[src/rtl/core/lslf_pkg.sv]
// shared constants and types for the least squares line fit
`timescale 1ns / 1ps
`default_nettype none
package lslf_pkg;
  localparam int MaxSamples = 1024;
  localparam int CntW = 11;
  localparam int SumW = 27;
  localparam int SxyW = 43;
  localparam int SsqW = 42;
  localparam int WideW = 128;

  // shared unit operations
  typedef enum logic [2:0] {
    OP_MUL,
    OP_MAC_SUB,
    OP_DIV_Q16,
    OP_FRAC
  } lslf_op_t;
endpackage
`default_nettype wire

[src/rtl/core/lslf_accum.sv]
// running sums of the sample pairs
`timescale 1ns / 1ps
`default_nettype none
module lslf_accum (
  input  logic                        clk,
  input  logic                        rst,
  input  logic                        add,
  input  logic                        clear,
  input  logic signed [15:0]          x_sample,
  input  logic signed [15:0]          y_sample,
  output logic [lslf_pkg::CntW-1:0]   cnt,
  output logic signed [lslf_pkg::SumW-1:0] sx,
  output logic signed [lslf_pkg::SumW-1:0] sy,
  output logic signed [lslf_pkg::SxyW-1:0] sxy,
  output logic signed [lslf_pkg::SsqW-1:0] sxx,
  output logic signed [lslf_pkg::SsqW-1:0] syy,
  output logic                        ovf
);
  import lslf_pkg::*;
  logic signed [31:0] pxy, pxx, pyy;
  logic full;
  assign pxy = x_sample * y_sample;
  assign pxx = x_sample * x_sample;
  assign pyy = y_sample * y_sample;
  assign full = ({21'd0, cnt} >= 32'(MaxSamples));

  always_ff @(posedge clk) begin
    if (rst || clear) begin
      cnt <= '0; sx <= '0; sy <= '0; sxy <= '0; sxx <= '0; syy <= '0; ovf <= 1'b0;
    end else if (add) begin
      if (full) begin
        ovf <= 1'b1;
      end else begin
        cnt <= cnt + 1'b1;
        sx  <= sx + SumW'(x_sample);
        sy  <= sy + SumW'(y_sample);
        sxy <= sxy + SxyW'(pxy);
        sxx <= sxx + SsqW'(pxx);
        syy <= syy + SsqW'(pyy);
      end
    end
  end
endmodule
`default_nettype wire

[config.mk]
export PLATFORM = sky130hd
export DESIGN_NAME = lslf_accum
export DESIGN_NICKNAME = d
export VERILOG_FILES = /design/src/rtl/core/lslf_pkg.sv /design/src/rtl/core/lslf_accum.sv
export SDC_FILE = /design/constraint.sdc
export NUM_CORES = 2
export LEC_CHECK = 0
export BUFFER_PORTS_ARGS = -buffer_cell sky130_fd_sc_hd__buf_2
export CAP_MARGIN = 20
export CELL_PAD_IN_SITES_DETAIL_PLACEMENT = 0
export CELL_PAD_IN_SITES_GLOBAL_PLACEMENT = 2
export CORE_ASPECT_RATIO = 1.4
export CORE_MARGIN = 1.5
export CORE_UTILIZATION = 35
export CTS_CLUSTER_DIAMETER = 200
export DETAILED_ROUTE_END_ITERATION = 10
export HOLD_SLACK_MARGIN = 0.02
export PLACE_DENSITY_LB_ADDON = 0.1
export SYNTH_ARGS = -nofsm -noshare
export SYNTH_HDL_FRONTEND = slang
export SYNTH_SLANG_ARGS = --single-unit
[constraint.sdc]
create_clock -name clk -period 10 [get_ports clk]
set_input_delay 1.5 -clock clk [delete_from_list [all_inputs] [get_ports clk]]
set_output_delay 1.5 -clock clk [all_outputs]
set_load 0.01 [all_outputs]
# After elaboration in Yosys (flattened, before gate mapping)
# Cells that the tools add are included.
[totals]
register_bits = 193
latch_bits = 0
ram_bits = 0
mem_bits_ro = 0
inputBits = 36
out_inout_bits = 193
memories = 0
[classes]
add_sub_neg = 6
n_mul = 3
div = 0
magnitude_cmp = 1
n_eq_ne = 0
shift = 0
muxes = 0
n_bitwise = 1
reduce_logical = 3
[op_table]
columns = ["cell", "n"]
rows = [
  ["16-bit by 16-bit multiplier with 32-bit output", 3],
  ["42-bit by 32-bit adder with 42-bit output", 2],
  ["27-bit by 16-bit adder with 27-bit output", 2],
  ["43-bit by 32-bit adder with 43-bit output", 1],
  ["11-bit by 1-bit adder with 11-bit output, second input constant", 1],
  ["11-bit greater-or-equal comparator, second input constant", 1],
  ["2-bit AND reduction", 2],
  ["1-bit logical OR", 1],
  ["1-bit NOT", 1],
]

# Logic depth before layout (Yosys ltp)
[logic_depth]
depth_word = 3
ltp_mapped = 27
depth_no_buf = 25

# Least setup slack after synthesis
# Ideal clock, no wire load.
[synth_timing]
path_type = "input to register"
start = "input x_sample[15]"
end = "register sxy[41] (netlist bit)"
arrival_ns = 7.925
setup_slack_ns = 1.952
path_stages = 24
n_path_buf = 3
path_cell_list = "clkbuf_1 clkbuf_1 clkbuf_1 nand2_1 inv_1 fa_1 inv_1 fa_1 fa_1 fa_1 inv_1 fa_1 inv_1 fa_1 inv_1 ha_1 a21o_1 a21oi_1 o21ai_0 a221oi_2 nor2_1 a2111oi_2 xor2_1 o21ai_1"
[synth_via]
elab_chain_cells = 2
[synth_rtl]
columns = ["item", "line_no", "text"]
rows = [
  ["start, declared", "lslf_accum.sv:9", "input logic signed [15:0] x_sample,"],
  ["16-bit by 16-bit multiplier with 32-bit output", "lslf_accum.sv:22", "assign pxy = x_sample * y_sample;"],
  ["43-bit by 32-bit adder with 43-bit output", "lslf_accum.sv:37", "sxy <= sxy + SxyW'(pxy);"],
  ["end signal, assigned", "lslf_accum.sv:37", ""],
  ["end, declared", "lslf_accum.sv:14", "output logic signed [lslf_pkg::SxyW-1:0] sxy,"],
]
# No other way between the ends.
# A chain may end at the register's enable or synchronous reset.

# Worst setup path in the final report
# Same ends and word-level chain as after synthesis.

==> impl_results.rst <==
.. list-table::
   :header-rows: 1

   * - Metric
     - Value
   * - Initial antenna violation count
     - 4
   * - Unrepaired setup endpoints after global routing
     - no
   * - Vertical die dimension
     - 427.0 um
   * - Cts bufs inserted
     - 17
   * - Number of global-route vias before repair
     - 37170
   * - Nets
     - 6581
   * - Worst hold path startpoint
     - ovf
   * - Crit path cell chain
     - buf_2, nand2_1, inv_1, fa_1, inv_1, fa_1, fa_1, fa_1, inv_1, fa_1, inv_1, fa_1, inv_1, ha_1, a21o_1, a21oi_1, o21ai_0, a221oi_2, nor2_1, a2111oi_2, xor2_1, o21ai_1
   * - Total of buffers placed on input and output ports
     - 228
   * - Nature of the critical path endpoint
     - flop
   * - Global-route usage over all layers
     - 0.2222
   * - Required @ worst endpoint
     - 10460 ps
   * - Critical path data arrival time
     - 8800 ps
   * - Global-route wire length before repair
     - 218.4 mm
   * - Worst min-delay path endpoint
     - ovf
   * - Clock period minus worst slack
     - 8346 ps
   * - Post-CTS setup buffer count
     - 0
   * - Depth of the critical timing path with buffers and inverters included
     - 22
   * - Worst reg2reg path startpoint
     - sxx[15]
   * - FF+latch count, synth
     - 193
   * - Post-synth EDFFs
     - 0
   * - Peak fanout along the critical path
     - 22
   * - Post-synthesis area per instance
     - 8.980 um^2
   * - CTS Buffer Depth
     - 2
   * - Status
     - complete, no violations
   * - Area leader, netlist
     - fa_1
   * - Number of top-level design ports
     - 229
   * - Std cell rows
     - 155
   * - Post-synthesis async set-or-reset flop share
     - 0
   * - Share of cells above drive strength 1
     - 0.07117
   * - CTS Root Cell
     - clkbuf_16
   * - Effective utilization at floorplan
     - 0.3527
   * - Crit path buffers/inverters
     - 6
   * - Count of endpoints failing setup in the final report
     - 0
   * - Crit-path leading delay family
     - adder cells
   * - Average routed wire per standard cell
     - 20.31 um
   * - Worst Reg2Reg Path Length in Cells
     - 19
   * - Top post-synthesis cells by area
     - fa_1 43%, ha_1 12%, inv_1 10%
   * - CP max stage cell
     - fa_1
   * - # clock sinks
     - 193
   * - Worst flop-to-flop path endpoint
     - sxx[38]
   * - Count of synthesis-stage warnings from yosys
     - 0
   * - Via density
     - 4.865
   * - Ratio of final minimum period to clock period
     - 0.8346
   * - Post-cts hold buffer count
     - 0
   * - Clock tree from TritonCTS
     - done
   * - Sum of negative setup slack
     - 0 ps
   * - Critical path startpoint category
     - input pin
   * - Sum of net half-perimeters after detailed placement
     - 112.9 mm
   * - Post-cts gate resize count
     - 0
   * - Syn_nets
     - 6441
   * - Final Hold Vio Count
     - 0
   * - Setup slack on the worst flop-to-flop path
     - 4000 ps
   * - Cell mode on critical path
     - fa_1
   * - Dominant register cell in the synthesized netlist
     - dfxtp_1
   * - Number of cells on the worst hold path
     - 2
   * - Last weighted congestion value of the routability-driven placer
     - 0.8413
   * - Worst setup path class
     - input pin to flop
   * - Core Area
     - 127400 um^2
   * - CTS HTree Levels
     - 4
   * - Area added between synthesis and finish
     - 8.247%
   * - Pin count of the biggest net entering global routing
     - 67
   * - Clock insertion delay at the later pin of the skew report
     - 580 ps
   * - Synth Instances
     - 5004
   * - Synth top cells by count
     - 1218 x inv_1, 955 x fa_1, 579 x nand2_1
   * - Max-slew violation count
     - 0
   * - Remaining max-slew budget at the tightest pin
     - 0.3707
   * - Most instantiated library cell after synthesis
     - inv_1
   * - Remaining routing DRC violations
     - 0
   * - Maximum single-stage delay on the critical path
     - 900 ps
   * - Netlist Area Pre-Place
     - 44940 um^2
   * - Count of vias placed by the detailed router
     - 33120
   * - Die outline area
     - 130600 um^2
   * - Total Routed Length
     - 138.3 mm
   * - Peak clock frequency supported by timing
     - 119.8 MHz
   * - Horizontal extent of the die
     - 305.8 um
   * - Sequential element share of the synthesized area
     - 0.08598
   * - Slew at the pin closest to its max-slew limit
     - 938.2 ps
   * - # Max-Cap Violations
     - 0
   * - Total congestion overflow after global routing
     - 0
   * - DRT antenna net count
     - 0
   * - HP Class
     - flop to flop
   * - CTS clock-pin slew for the worst setup and hold paths
     - 100 ps
   * - DRC marker count from the first detailed-route iteration
     - 1176
   * - DR pass1 iterations
     - 5
   * - Yosys cell types
     - 84
   * - Clk_skew
     - 21.44 ps
   * - Fraction of synthesized cell area taken by the top area cell type
     - 0.4254
-- layout by cell type (no fill, tap or decap), types with 9 or more instances in the layout --
cell / n
o211ai_1: 15
a31oi_1: 22
nand4_1: 21
nor2b_1: 17
and2_1: 163
xnor2_1: 104
a31o_2: 9
o21a_1: 23
buf_4: 64
o21bai_1: 13
a21o_1: 94
clkbuf_16: 17
nand2_1: 578
nand2b_1: 36
or3_1: 19
a21oi_1: 240
o21ai_0: 119
nor2_1: 201
xor2_1: 74
o31ai_1: 15
and3_1: 13
fa_1: 955
nand3_1: 47
dfxtp_1: 193
buf_2: 228
nor3_1: 29
inv_1: 1218
ha_1: 446
a211oi_1: 36
-- how the worst max path moves through the flow --
| stage | from | slack [ps] | endpoint |
|---|---|---|---|
| after CTS | x_sample[15] | 1570 | sxy[41] |
| after floorplan | x_sample[15] | 1950 | sxy[41] |
| final | x_sample[15] | 1650 | sxy[41] |
| after detailed placement | x_sample[15] | 950 | sxy[41] |
| after global routing | x_sample[15] | 1200 | sxy[41] |
| after global placement | x_sample[15] | 960 | sxy[41] |
-- area by class of cell --
type / count / area (um^2)
Timing Repair Buffer: 292 / 1622
Clock inverter: 15 / 219.0
Tap cell: 1648 / 2062
Clock buffer: 17 / 425.4
Inverter: 1228 / 4609
Multi-Input combinational cell: 3412 / 35840
Fill cell: 13200 / 78770
Sequential cell: 193 / 3864
Antenna cell: 2 / 5.005
-- registers in the layout (all words and copies together) (netlist names) --
name	flops
sxy	43
sxx	42
syy	42
sx	27
sy	27
cnt	11
ovf	1
-- metrics by stage --
step / hold slack [ps] / instances / util / worst slack [ps] / area [um^2]
final: 472.7 / 6807 / 0.3818 / 1654 / 48640
after global routing: 495.7 / 6807 / 0.3818 / 1205 / 48640
after CTS: 478.7 / 6805 / 0.3817 / 1572 / 48640
after detailed placement: 451.6 / 6773 / 0.3767 / 946.8 / 47990
after global placement: 442.6 / 6773 / 0.3767 / 957.2 / 47990
after floorplan: 487.8 / 5004 / - / 1952 / 44940
-- routing by layer --
metal	global-route usage	share of wire
met3	0.01852	0.020
met4	0.04842	0.016
met1	0.2562	0.40
met2	0.4396	0.57
met5	0	0
-- cell families after synthesis --
logic type,Yosys count,synth area share
and+or+nand+nor,1169,0.1184
muxes,4,0.0008910
AOI/OAI and AO/OA,660,0.09305
adders and majority gates,1401,0.5496
buffers and inverters,1399,0.1174
DFF,193,0.08598
xor gates and xnor gates,178,0.03469
-- worst register-to-register path: cells and delay by family (launching register included) --
kind / cells / cell delay (ps)
compound gates: 7 / 1940
xor+xnor: 1 / 180
fa+ha+maj: 6 / 2650
buf+inv: 2 / 90
flops: 1 / 360
simple gates: 3 / 660
Power is left out: the tool's default activity adds up to more than one toggle a clock period on the data nets, which glitch-free logic cannot reach.
