===== config.mk =====
export PLATFORM = sky130hd
export DESIGN_NAME = lslf_solver
export DESIGN_NICKNAME = d
export VERILOG_FILES = /design/src/rtl/core/lslf_pkg.sv /design/src/rtl/core/lslf_solver.sv
export SDC_FILE = /design/constraint.sdc
export NUM_CORES = 2
export LEC_CHECK = 0
export BUFFER_PORTS_ARGS = -buffer_cell sky130_fd_sc_hd__buf_2
export CAP_MARGIN = 20
export CORE_MARGIN = 2
export CORE_UTILIZATION = 51
export CTS_BUF_LIST = sky130_fd_sc_hd__clkbuf_8
export DETAILED_ROUTE_END_ITERATION = 8
export MAX_ROUTING_LAYER = met4
export PLACE_DENSITY = 0.77
export SLEW_MARGIN = 20
export SYNTH_ARGS = -nofsm -noshare
export SYNTH_HDL_FRONTEND = slang
export SYNTH_SLANG_ARGS = --single-unit
export TNS_END_PERCENT = 20

===== constraint.sdc =====
create_clock -name clk -period 25.5 [get_ports clk]
set_clock_uncertainty 0.2 [all_clocks]
set_input_delay 2.55 -clock clk [delete_from_list [all_inputs] [get_ports clk]]
set_output_delay 2.55 -clock clk [all_outputs]
set_load 0.03 [all_outputs]

===== src/rtl/core/lslf_pkg.sv =====
// shared constants and types for the least squares line fit
`timescale 1ns / 1ps
`default_nettype none
package lslf_pkg;
  localparam int MaxSamples = 1024;
  localparam int CntW = 11;
  localparam int SumW = 27;
  localparam int SxyW = 43;
  localparam int SsqW = 42;
  localparam int WideW = 128;

  // shared unit operations
  typedef enum logic [2:0] {
    OP_MUL,
    OP_MAC_SUB,
    OP_DIV_Q16,
    OP_FRAC
  } lslf_op_t;
endpackage
`default_nettype wire


===== src/rtl/core/lslf_solver.sv =====
// sequencer and shared shift-add multiply / shift-subtract divide unit
`timescale 1ns / 1ps
`default_nettype none
module lslf_solver (
  input  logic                        clk,
  input  logic                        rst,
  input  logic                        go,
  input  logic [lslf_pkg::CntW-1:0]   cnt,
  input  logic signed [lslf_pkg::SumW-1:0] sx,
  input  logic signed [lslf_pkg::SumW-1:0] sy,
  input  logic signed [lslf_pkg::SxyW-1:0] sxy,
  input  logic signed [lslf_pkg::SsqW-1:0] sxx,
  input  logic signed [lslf_pkg::SsqW-1:0] syy,
  input  logic                        ovf,
  output logic                        done,
  output logic signed [31:0]          slope,
  output logic signed [31:0]          intercept,
  output logic [16:0]                 rsq,
  output logic                        fit_ok
);
  import lslf_pkg::*;
  localparam int W = WideW;

  typedef enum logic [3:0] {
    S_IDLE, S_LOAD, S_MUL, S_MDONE, S_DIV, S_DDONE, S_OUT
  } state_t;

  // step list: products then divisions
  typedef enum logic [3:0] {
    K_NXY, K_XY, K_NXX, K_XX, K_NYY, K_YY, K_B1, K_B2, K_RN, K_RD,
    K_SLOPE, K_ICPT, K_R2, K_END
  } step_t;

  state_t state;
  step_t  step;
  logic [W-1:0] ma, mb, acc;   // multiplier operands (magnitudes)
  logic         mneg;
  logic [6:0]   bitc;
  logic signed [W-1:0] num, den_x, den_y, b_num, rnum, rden, tmp;
  logic [W-1:0] dmag, rem, dden;
  logic [40:0]  q;
  logic         dneg;
  logic [7:0]   dcnt;
  logic signed [W-1:0] sa, sb;
  logic [W-1:0] rem_sh, prod;

  // operand selection for each product step
  always_comb begin
    sa = '0; sb = '0;
    unique case (step)
      K_NXY: begin sa = W'($signed({1'b0, cnt})); sb = W'(sxy); end
      K_XY:  begin sa = W'(sx); sb = W'(sy); end
      K_NXX: begin sa = W'($signed({1'b0, cnt})); sb = W'(sxx); end
      K_XX:  begin sa = W'(sx); sb = W'(sx); end
      K_NYY: begin sa = W'($signed({1'b0, cnt})); sb = W'(syy); end
      K_YY:  begin sa = W'(sy); sb = W'(sy); end
      K_B1:  begin sa = W'(sy); sb = W'(sxx); end
      K_B2:  begin sa = W'(sx); sb = W'(sxy); end
      K_RN:  begin sa = num; sb = num; end
      K_RD:  begin sa = den_x; sb = den_y; end
      default: ;
    endcase
  end

  assign prod = mneg ? (~acc + 1'b1) : acc;
  assign rem_sh = {rem[W-2:0], dmag[W-1]};

  always_ff @(posedge clk) begin
    if (rst) begin
      state <= S_IDLE; step <= K_NXY; done <= 1'b0;
    end else begin
      done <= (state == S_OUT);
      unique case (state)
        S_IDLE: if (go) begin
          step <= K_NXY; state <= S_LOAD;
        end
        S_LOAD: begin
          ma <= sa[W-1] ? (~sa + 1'b1) : sa;
          mb <= sb[W-1] ? (~sb + 1'b1) : sb;
          mneg <= sa[W-1] ^ sb[W-1];
          acc <= '0; bitc <= '0; state <= S_MUL;
        end
        S_MUL: begin
          // one bit of the multiplier per cycle, 84 bits cover every operand
          if (mb[0]) acc <= acc + ma;
          ma <= ma << 1; mb <= mb >> 1;
          bitc <= bitc + 1'b1;
          if (bitc == 7'd83) state <= S_MDONE;
        end
        S_MDONE: begin
          state <= (step == K_RD) ? S_DIV : S_LOAD;
          step <= step_t'(step + 1'b1);
          unique case (step)
            K_NXY: tmp <= prod;
            K_XY:  num <= tmp - prod;
            K_NXX: tmp <= prod;
            K_XX:  den_x <= tmp - prod;
            K_NYY: tmp <= prod;
            K_YY:  den_y <= tmp - prod;
            K_B1:  tmp <= prod;
            K_B2:  b_num <= tmp - prod;
            K_RN:  rnum <= prod;
            K_RD: begin
              rden <= prod;
              fit_ok <= !ovf && cnt >= CntW'(2) && den_x > 0;
              // slope divide setup
              dneg <= num[W-1];
              dmag <= (num[W-1] ? (~num + 1'b1) : num) << 16;
              dden <= den_x;
              rem <= '0; q <= '0; dcnt <= '0;
            end
            default: ;
          endcase
        end
        S_DIV: begin
          // restoring division, one quotient bit per cycle
          dmag <= dmag << 1;
          dcnt <= dcnt + 1'b1;
          if (step == K_R2) begin
            if (rem_sh >= dden) begin
              rem <= rem_sh - dden; q <= {q[39:0], 1'b1};
            end else begin
              rem <= rem_sh; q <= {q[39:0], 1'b0};
            end
            if (dcnt == 8'd15) state <= S_DDONE;
          end else begin
            // quotient held at 2^40 once it gets there
            if (rem_sh >= dden) begin
              rem <= rem_sh - dden;
              q <= ({q, 1'b1} > 42'h100_0000_0000) ? 41'h100_0000_0000
                   : {q[39:0], 1'b1};
            end else begin
              rem <= rem_sh;
              q <= ({q, 1'b0} > 42'h100_0000_0000) ? 41'h100_0000_0000
                   : {q[39:0], 1'b0};
            end
            if (dcnt == 8'd127) state <= S_DDONE;
          end
        end
        S_DDONE: begin
          unique case (step)
            K_SLOPE: begin
              slope <= dneg ? ((q >= 41'h8000_0000) ? 32'sh8000_0000 : -$signed(q[31:0]))
                            : ((q > 41'h7FFF_FFFF) ? 32'sh7FFF_FFFF : $signed(q[31:0]));
              rem <= '0; q <= '0; dcnt <= '0;
              dneg <= b_num[W-1];
              dmag <= (b_num[W-1] ? (~b_num + 1'b1) : b_num) << 8;
              step <= K_ICPT; state <= S_DIV;
            end
            K_ICPT: begin
              intercept <= dneg ? ((q >= 41'h8000_0000) ? 32'sh8000_0000
                                   : -$signed(q[31:0]))
                                : ((q > 41'h7FFF_FFFF) ? 32'sh7FFF_FFFF : $signed(q[31:0]));
              step <= K_R2;
              dcnt <= '0;
              if (den_y <= 0 || rnum >= rden) begin
                q <= 41'd65536; state <= S_DDONE;
              end else begin
                // fraction: numerator below denominator, shift it in from the remainder
                q <= '0;
                rem <= rnum; dmag <= '0; dden <= rden; state <= S_DIV;
              end
            end
            default: begin
              rsq <= q[16:0];
              step <= K_END; state <= S_OUT;
            end
          endcase
        end
        S_OUT: begin
          if (!fit_ok) begin
            slope <= '0; intercept <= '0; rsq <= '0;
          end
          state <= S_IDLE;
        end
        default: state <= S_IDLE;
      endcase
    end
  end
endmodule
`default_nettype wire


# Yosys cells after proc, flatten, opt, wreduce, memory -nomap -nowiden
# Index checks and enable logic that the tools add are counted.
# W data, S select, Z words.
[word_totals] ff_bits=1812 output_inout_bits=83 elab_cells=190 in_bits=196
[classes] addsub=12 n_eq_ne=35 bitwise=7 magnitude_cmp=9 n_reduce_logical=39 muxes=63
[op_table] cell="$pmux W128 S2" count=5
[op_table] cell="$mux W128" count=9
[op_table] cell="$pmux W128 S7" count=1
[op_table] cell="$pmux W128 S5" count=1
[op_table] cell="$add A128 B1 Y128 const B" count=3
[op_table] cell="$not A128 Y128" count=3
[op_table] cell="$pmux W128 S3" count=1
[op_table] cell="$mux W127" count=3
[op_table] cell="$pmux W127 S3" count=1
[op_table] cell="$ge A128 B128 Y1" count=2
[op_table] cell="$pmux W127 S2" count=1
[op_table] cell="$mux W41" count=5
[op_table] cell="$mux W32" count=6
[op_table] cell="$add A128 B128 Y128" count=1
[op_table] cell="$gt A128 B1 Y1 const B" count=1
[op_table] cell="$le A128 B1 Y1 const B" count=1
[op_table] cell="$pmux W32 S2" count=2
[op_table] cell="$sub A128 B128 Y128" count=1
[op_table] cell="$sub A127 B127 Y127" count=1
[op_table] cell="$pmux W41 S3" count=1
[op_table] cell="$add A120 B1 Y120 const B" count=1
[op_table] cell="$mux W120" count=1
[op_table] cell="$not A120 Y120" count=1
[op_table] cell="$add A112 B1 Y112 const B" count=1
[op_table] cell="50 further kinds" count=112

# Logic depth before layout (Yosys ltp)
[logic_depth] ltp_word=7 depth_mapped=29 mapped_depth_nobuf=27

# Worst setup path before layout
# OpenSTA, ideal clock, no wires.
[synth_timing] kind="input to register" start="input port rst" end="register bitc[0] (enable)" n_path_buf=1 setup_slack_ns=3.469 setup_time_ns=1.209 t_arrival_ns=20.622 cell_stages=2 required_ns=24.091 path_cell_list="clkbuf_1 nor3_1"
[synth_via] elab_chain_cells=2
[synth_rtl] item="from (decl)" line_no="lslf_solver.sv:6" text="input logic rst,"
[synth_rtl] item="$not A1 Y1 (no source line)"
[synth_rtl] item="$reduce_and A2 Y1 (no source line)"
[synth_rtl] item="to (signal assigned)" line_no="lslf_solver.sv:87" text="bitc <= bitc + 1'b1;"
[synth_rtl] item="to (decl)" line_no="lslf_solver.sv:38" text="logic [6:0] bitc;"
# No other way between the ends.
# A chain may end at the register's enable or synchronous reset.

# Worst setup path in the final report
[layout_timing] start="register acc[0]" end="register num[125] (data pin)"
[layout_via] elab_chain_cells=4
[layout_rtl] item="from (decl)" line_no="lslf_solver.sv:36" text="logic [W-1:0] ma, mb, acc;"
[layout_rtl] item="from (signal assigned)" line_no="lslf_solver.sv:85" text="if (mb[0]) acc <= acc + ma;"
[layout_rtl] item="$not A128 Y128" line_no="lslf_solver.sv:65" text="assign prod = mneg ? (~acc + 1'b1) : acc;"
[layout_rtl] item="$add A128 B1 Y128" line_no="lslf_solver.sv:65"
[layout_rtl] item="$mux W128" line_no="lslf_solver.sv:65"
[layout_rtl] item="named net prod[60]" line_no="lslf_solver.sv:45" text="logic [W-1:0] rem_sh, prod;"
[layout_rtl] item="$sub A128 B128 Y128" line_no="lslf_solver.sv:95" text="K_XY: num <= tmp - prod;"
[layout_rtl] item="to (signal assigned)" line_no="lslf_solver.sv:95"
[layout_rtl] item="to (decl)" line_no="lslf_solver.sv:39" text="logic signed [W-1:0] num, den_x, den_y, b_num, rnum, rden, tmp;"
# The timed path passes the listed nets, and every way through them passes these cells.

==> flow_summary.ini <==
[synth]
synth-simple-area-share = 0.154
muxShareOfSynthArea = 0.00228
syn_nets = 12400
synth_top_area_frac = 0.473
yosysWarnings = 0
yosys.area.top_type = edfxtp_1
synthCells = 11600
syn_area_sq_um = 113000
synth_compound_area_frac = 0.195
synth_top_family_by_area = compound AO/OA/AOI/OAI gates
synth_area_per_cell_sq_um = 9.75
async_flop_share = 0
synthDistinctLibCells = 105
synth_edf_count = 1788
synth_ff_type = edfxtp_1
synthXorXnorAreaFrac = 0.0724
ys_ff_latch = 1796
synth-adder-area-share = 0.0582
synth_area_leaders = edfxtp_1, ha_1, o21ai_0
seq_area_frac_synth = 0.475

[sta]
setup-tns-final_ps = 0
finalCritPeriodShare = 0.397
finalHoldViolations = 0
fmax_mhz = 98.7
maxSlewHeadroom = 0.153
worst_slew_pin_slew_ps = 1270
rsz0062_at_grt = no
setup_viol = 0
slew_violations = 0
min_period_ps = 10130

[cts]
hold_buffers = 0
root_buffer = clkbuf_8
htreeDepth = 5
cts_tree = yes
cts.sinks = 1796
cts_max_path_buffers = 4
ctsResizeCount = 0
cts_made_buffers = 328
cts_setup_buffers = 0
clk_latency_ps = 1140
clk_pin_slew_ps = 70

[setup_path]
ff2ff_path_depth = 24
path_class = flip-flop to flip-flop
reg2reg_slack_ps = 15370
worstPathArrival_ps = 10800
slowest_stage = a2111oi_0
reg2reg_to = num[125]
critPathRequiredTime_ps = 26160
cp-start-kind = flip-flop
cp_max_fo = 9
end_kind = flip-flop
critPathMaxStageDelay_ps = 850
r2r-start = acc[0]
path_delay_family = simple AND/OR/NAND/NOR gates
critPathBufInv = 2
crit_chain = inv_1, ha_1, or4b_2, nor4_1, nand4_1, or4_1, or3_1, or3_1, o31ai_1, xnor2_1, inv_1, ha_1, nand4_1, nor3_1, nand2_1, nor2_1, or4b_2, a2111oi_0, o211ai_1, a2111oi_0, o21ai_0, o41ai_1, a21oi_1, xnor2_1

[hold_path]
hold_path_end = mb[93]
holdCritPathClass = flip-flop to flip-flop
whs_path_depth = 2
hp-start = mb[94]

[power]
irDropWorstVdd_v = 0.0000711
power_uw = 7830
powerDensity_nw_per_um2 = 63.2
leakagePower_uw = 0.0460

[grt]
grt_max_degree = 240
grt.overflow.total = 0
grt_pass1_wl_um = 606000
antenna_found_initial = 20
track_usage = 0.373
grt_pass1_vias = 90900

[floorplan]
rows = 173
die_h_um = 476
core_sq_um = 222000
start_util = 0.512
io-pin-count = 279
die_x_um = 476
fp.dieArea_sq_um = 226000

[finish]
layout.nets = 12500
fill_cells = 19400
final_common_cell = edfxtp_1
areaGrowthSynthToFinish_pct = 9.22
final_cell_mix = edfxtp_1, nand2_1, o21ai_0
drive_above_1_share = 0.0878

[placement]
place_congestion = 1.07
place_hpwl_um = 321000
io_buffers = 278

[route]
wirelength_um = 421000
via_per_inst = 6.62
final_antenna_net_count = 0
drtPass1Iterations = 7
wire_per_inst_um = 28.2
drc = 0
vias = 98900
drtIter0Drc = 16200

[job]
drv_cap = 0

[status]
outcome = finished, final reports clean
flip-flops by register name, summed over array words and instances (netlist names), 121 cells and up:
signal	flops
rden	128
den_y	128
rnum	128
acc	128
dden	128
den_x	128
b_num	121
num	128
rem	127
mb	128
tmp	128
ma	128
layout make-up:
type                       instances  area (sq um)  share of cell area
antenna                           12          30.0            0.000242
timing repair buffer             457          2800              0.0226
clock inverter                   225          1560              0.0126
multi-input combinational       8589         55100               0.445
sequential                      1796         53900               0.435
tap                             2975          3720              0.0301
inverter                         560          2100              0.0170
clock buffer                     337          4640              0.0374
per-stage QoR:
| stage | utilization | hold WS [ps] | setup WS (ps) | instances | cell area, sq um |
|---|---|---|---|---|---|
| detailed placement | 0.530 | 311 | 15530 | 14400 | 118000 |
| CTS | 0.558 | 309 | 15490 | 14900 | 124000 |
| floorplan | - | 295 | 3470 | 11600 | 113000 |
| finish | 0.559 | 301 | 15370 | 15000 | 124000 |
| global route | 0.559 | 328 | 14920 | 14900 | 124000 |
| global placement | 0.530 | 300 | 15440 | 14400 | 118000 |
worst max path at each step:
stage                       endpoint  slack (ps)  startpoint  depth (start not counted)
after floorplan              bitc[0]        3470         rst                          2
after global placement    den_x[121]       15440      acc[0]                         25
after detailed placement  den_y[121]       15530      acc[0]                         24
after CTS                   num[125]       15490      acc[0]                         24
after global routing        num[125]       14920      acc[1]                         25
final                       num[125]       15370      acc[0]                         24
Yosys cell counts (62+ instances only):
master / instances
a21o_1: 269
a21oi_1: 882
a22o_1: 117
a22oi_1: 190
a31oi_1: 86
and2_1: 109
and3_1: 76
clkbuf_1: 584
edfxtp_1: 1788
ha_1: 523
inv_1: 556
nand2_1: 1211
nand2b_1: 71
nand3_1: 160
nand3b_1: 80
nand4_1: 270
nor2_1: 858
nor2b_1: 62
nor3_1: 219
nor4_1: 148
o21a_1: 71
o21ai_0: 1028
o21bai_1: 111
o221ai_1: 67
o31ai_1: 138
or3_1: 124
or4_1: 71
xnor2_1: 462
xor2_1: 476
worst register-to-register path: cells and delay by family (launching register included):
family | cells | cell delay (ps)
simple gates | 11 | 4520
compound gates | 7 | 3330
fa+ha+maj | 2 | 620
xor+xnor | 2 | 530
flops | 1 | 490
buf+inv | 2 | 240
report_power, final:
part           switching (uW)  total, uW  internal, uW  leakage (uW)
sequential               75.7       3540          3470        0.0165
combinational            1070       1540           471        0.0260
clock                    1290       2740          1450       0.00345
total                    2440       7830          5390        0.0460
per-layer routing:
layer | global-route usage | up-vias | wire length, um
met5 | - | - | 0
li1 | - | 43500 | -
met3 | 0.140 | 788 | 68800
met4 | 0.118 | 0 | 14900
met1 | 0.549 | 47800 | 179000
met2 | 0.464 | 6761 | 158000
cells by family after synthesis:
group	after synthesis
fa+ha+maj	526
mux	25
buf+inv	1251
xor+xnor	938
compound gates	3485
flops	1796
simple gates	3615
Power figures use the tool's default switching activity.
